<file path="src/hw/rtl/smv_pkg.sv">
// Shared types and constants for the sparse matrix-vector block.
// No dependencies.
package smv_pkg;

  localparam int VECTOR_DEPTH = 1024;
  localparam int VEC_AW       = (VECTOR_DEPTH > 1) ? $clog2(VECTOR_DEPTH) : 1;
  localparam logic [16:0] VEC_LIM = 17'(VECTOR_DEPTH);

  typedef enum logic [1:0] {
    CMD_LOAD    = 2'd0,
    CMD_NONZERO = 2'd1,
    CMD_EMPTY   = 2'd2
  } smv_cmd_t;

  typedef struct packed {
    logic [1:0]         command;
    logic [9:0]         vector_index;
    logic signed [31:0] vector_value;
    logic [9:0]         column_index;
    logic signed [31:0] matrix_value;
    logic               row_last;
  } smv_in_t;

  typedef struct packed {
    logic [15:0]        row_index;
    logic signed [31:0] row_result;
    logic               last_row;
  } smv_out_t;

  typedef struct packed {
    logic               row_end;
    logic               empty_row;
    logic signed [63:0] prod;
  } smv_prod_t;

endpackage

</file>
<file path="src/hw/rtl/smv_acc.sv">
// Back end: row sum, row counter, row_count register and output word.
// Depends on smv_pkg.
module smv_acc
  import smv_pkg::*;
(
  input  logic        clk,
  input  logic        rst_n,
  input  logic        p_valid,
  output logic        p_ready,
  input  smv_prod_t   p_data,
  input  logic        cfg_valid,
  output logic        cfg_ready,
  input  logic [15:0] cfg_data,
  output logic        out_valid,
  input  logic        out_ready,
  output smv_out_t    out_data
);

  logic               en3, en4, go, emit, is_last;
  logic signed [64:0] sum_w;
  logic signed [63:0] new_sum;
  logic signed [31:0] q16;

  logic [15:0]        row_count_r, cur_row_r;
  logic signed [63:0] row_sum_r;
  logic               v3_r, last3_r;
  logic [15:0]        row3_r;
  logic signed [63:0] sum3_r;
  logic               out_valid_r;
  smv_out_t           out_r;

  assign cfg_ready = 1'b1;
  assign en4       = !out_valid_r || out_ready;
  assign en3       = !v3_r || en4;
  assign p_ready   = !p_data.row_end || en3;
  assign go        = p_valid && p_ready;
  assign emit      = go && p_data.row_end;
  assign is_last   = cur_row_r == 16'(row_count_r - 16'd1);

  always_comb begin
    sum_w = {row_sum_r[63], row_sum_r} + {p_data.prod[63], p_data.prod};
    if (sum_w[64] != sum_w[63]) begin
      new_sum = sum_w[64] ? {1'b1, 63'd0} : {1'b0, {63{1'b1}}};
    end else begin
      new_sum = sum_w[63:0];
    end
  end

  always_comb begin
    if ((&sum3_r[63:47]) || !(|sum3_r[63:47])) begin
      q16 = sum3_r[47:16];
    end else begin
      q16 = sum3_r[63] ? {1'b1, 31'd0} : {1'b0, {31{1'b1}}};
    end
  end

  always_ff @(posedge clk) begin
    if (!rst_n) begin
      row_count_r <= 16'd1;
      cur_row_r   <= 16'd0;
      row_sum_r   <= 64'sd0;
      v3_r        <= 1'b0;
      out_valid_r <= 1'b0;
    end else begin
      if (cfg_valid && cfg_ready) begin
        row_count_r <= cfg_data;
      end
      if (go) begin
        row_sum_r <= p_data.row_end ? 64'sd0 : new_sum;
      end
      if (emit) begin
        cur_row_r <= is_last ? 16'd0 : 16'(cur_row_r + 16'd1);
      end
      if (en3) begin
        v3_r <= emit;
      end
      if (en4) begin
        out_valid_r <= v3_r;
      end
    end
  end

  always_ff @(posedge clk) begin
    if (en3) begin
      sum3_r  <= p_data.empty_row ? 64'sd0 : new_sum;
      row3_r  <= cur_row_r;
      last3_r <= is_last;
    end
    if (en4) begin
      out_r.row_index  <= row3_r;
      out_r.row_result <= q16;
      out_r.last_row   <= last3_r;
    end
  end

  assign out_valid = out_valid_r;
  assign out_data  = out_r;

endmodule

</file>
<file path="config.mk">
export PLATFORM = sky130hd
export DESIGN_NAME = smv_acc
export DESIGN_NICKNAME = d
export VERILOG_FILES = /design/src/hw/rtl/smv_pkg.sv /design/src/hw/rtl/smv_acc.sv
export SDC_FILE = /design/constraint.sdc
export NUM_CORES = 1
export LEC_CHECK = 0
export BUFFER_PORTS_ARGS = -buffer_cell sky130_fd_sc_hd__buf_2
export CAP_MARGIN = 30
export CELL_PAD_IN_SITES_DETAIL_PLACEMENT = 0
export CELL_PAD_IN_SITES_GLOBAL_PLACEMENT = 2
export CORE_MARGIN = 1
export CORE_UTILIZATION = 40
export CTS_CLUSTER_SIZE = 14
export DETAILED_ROUTE_END_ITERATION = 10
export PLACE_DENSITY = 0.87
export SLEW_MARGIN = 20
export SYNTH_ARGS = -nofsm -noshare
export SYNTH_HDL_FRONTEND = slang
export SYNTH_SLANG_ARGS = --single-unit
</file>
<file path="constraint.sdc">
create_clock -name clk -period 5.9 [get_ports clk]
set_clock_uncertainty 0.2 [all_clocks]
set_input_delay 0.59 -clock clk [delete_from_list [all_inputs] [get_ports clk]]
set_output_delay 0.59 -clock clk [all_outputs]
set_load 0.02 [all_outputs]
</file>
==> flow_summary.toml <==
[outcome]
status = "complete, no violations"

[worst_setup_path]
start_kind = "flop"
required_ns = 6.07
critPathKind = "reg2reg"
arrival_ns = 4.36
path_max_fanout = 35
crit_path_end_kind = "flop"

[timing]
fin_setup_tns_ns = 0
report.final.slew_viol_count = 0
min_period_over_period = 0.710
max_freq_mhz = 239
rsz0062_at_grt = "false"
post-route-min-period_ns = 4.19
hold_viol = 0
relSlewSlack = 0.338
tightestPinTransition_ns = 0.983
setup_viol = 0

[finish]
stdcell_area_um2 = 14700
drive_gt1_frac = 0.142
layout.cells.most_common_list = "147 x a21oi_1, 137 x buf_2, 114 x edfxtp_1, 112 x nand2_1, 107 x o21ai_0"
layout_commonest_cell = "a21oi_1"
final_nets = 1654
syn2layout_area_growth_pct = 14.6
diodes = 0

[yosys]
synth-edff-count = 114
synth_area_um2 = 12800
yosysSeqAreaShare = 0.420
yosysWarnings = 0
synth_cells = 1408
ys_seq_elements = 212
synthArstFlopShare = 0
yosysUniqueCellTypes = 81
synthFlopType = "edfxtp_1"
syn_avg_cell_area_um2 = 9.10
synth_nets = 1562

[routing]
top_layer = "met4"
wl_met1_um = 18100
wl_met3_um = 2640
via_per_inst = 5.82
wl_met2_um = 16200
wire_per_inst_um = 19.9
firstDrtPassIters = 5
drt-initial-drc-count = 977
num_vias = 11172
drc = 0
ant_nets = 0
wl_um = 38200

[global_routing]
grt_pass1_wl_um = 60200
grt_use_total = 0.232
grt-ovfl-total = 0
antenna_found_initial = 0
grt_pass1_vias = 10710
grt_max_degree = 69

[power_and_ir_drop]
leakage_nw = 6.07
irDropWorstVdd_mv = 0.209
powerDensity_nw_per_um2 = 301

[floorplan]
ios = 139
chipHeight_um = 181
num_rows = 65
start_util = 0.406
die_area_um2 = 32800
die_w_um = 181
core_area_um2 = 31600

[cts]
cts-resized-gates = 0
cts_setup_buffers = 0
clockBufferDepth = 3
cts_tree = "done"
clock-root-buffer = "clkbuf_16"
cts.sinks = 212
htreeDepth = 1
worstSkewPairLatency_ns = 0.56
holdBufCountCts = 0
cts_made_buffers = 25
clkTransAtPathRegs_ns = 0.06

[job]
max-cap-violations = 0

[placement]
gp_congestion = 0.910
hpwl_um = 28600
place_area_um2 = 13700
portBuffers = 137

[min_path]
hold_class = "in2reg"
## logic make-up (layout without fill, tap and decap cells)
kind of cell,count (synthesis),after routing,synth area share
compound gates,435,435,0.220
xor+xnor,87,87,0.0595
fa+ha+maj,67,67,0.0660
buf+inv,138,249,0.0453
flops,212,212,0.420
mux,17,17,0.0133
other cells,1,1,0.000293
simple gates,451,451,0.175
## flip-flops by register name, summed over array words and instances (netlist names)
| signal | flops |
|---|---|
| cur_row_r | 16 |
| row_sum_r | 64 |
| sum3_r | 48 |
| row_count_r | 16 |
| out_data | 49 |
| out_valid | 1 |
| row3_r | 16 |
| last3_r | 1 |
| v3_r | 1 |
## power by group
group          switching, mW  total (mW)  internal [mW]
Combinational          0.655        1.01          0.358
Sequential            0.0679        1.78           1.71
Clock                  0.645        1.63          0.986
## metrics by stage
step / hold slack [ns] / total power, mW / std cells / utilization / setup slack (ns)
detailed placement: 0.205 / 2.80 / 1872 / 0.436 / 1.29
CTS: 0.0762 / 4.44 / 1918 / 0.464 / 1.65
global placement: 0.201 / 2.79 / 1871 / 0.435 / 1.36
global route: 0.0942 / 4.63 / 1921 / 0.466 / 1.37
floorplan: 0.200 / 2.48 / 1408 / - / 2.14
finish: 0.0899 / 4.42 / 1921 / 0.466 / 1.71
## area by class of cell
cell class,instances,area (um^2)
Clock buffer,34,711
Clock inverter,12,170
Timing Repair Buffer,149,825
Sequential cell,212,5390
Multi-Input combinational cell,1058,6890
Tap cell,402,503
Inverter,54,203
Fill cell,3026,16900
## metal layers
layer,up-vias,track usage
li1,5462,-
met1,5238,0.335
met2,395,0.349
met3,77,0.0421
met4,0,0.0746
met5,-,0
## Yosys cell counts (6+ instances only)
library cell,number,area [um^2]
or3_1,13,81.3
nor2b_1,8,50.1
mux2i_1,17,170
o31ai_1,8,60.1
nor4_1,11,68.8
xnor2_1,42,368
clkbuf_1,47,176
nand4_1,41,257
dfxtp_1,98,1960
a221oi_1,6,52.6
and3_1,10,62.6
nor2_1,104,390
inv_1,54,203
buf_2,28,140
edfxtp_1,114,3420
or4_1,6,45.0
a31oi_1,9,56.3
a221o_1,48,480
a21o_1,18,135
xor2_1,45,394
o21bai_1,17,128
nand2_1,113,424
and2_1,12,75.1
a21oi_1,148,741
nor3_1,36,180
nand3_1,73,365
ha_1,66,826
o21ai_0,108,541
o211ai_1,12,90.1
a211oi_1,7,52.6
o21a_1,7,52.6
## critical path, stage by stage, from the launching register on
cell and delay [ns]:
dfxtp_1 0.34, ha_1 0.44, o21ai_0 0.18, a2111oi_1 0.59, a32oi_1 0.21, o41ai_2 0.15
o2111ai_2 0.23, a21bo_2 0.27, a21oi_2 0.70, nor2_4 0.26, buf_12 0.26, a21oi_1 0.17
## path summary, 6_finish.rpt
check	from	cells after the start	endpoint	slack [ns]
worst max-delay path	row_sum_r[7]	11	sum3_r[54]	1.71
worst min-delay path	cfg_data[15]	3	row_count_r[15]	0.09
worst min register to register	row3_r[9]	0	out_data[42]	0.22
worst max register to register	row_sum_r[7]	11	sum3_r[54]	1.71
Power figures use the tool's default switching activity.
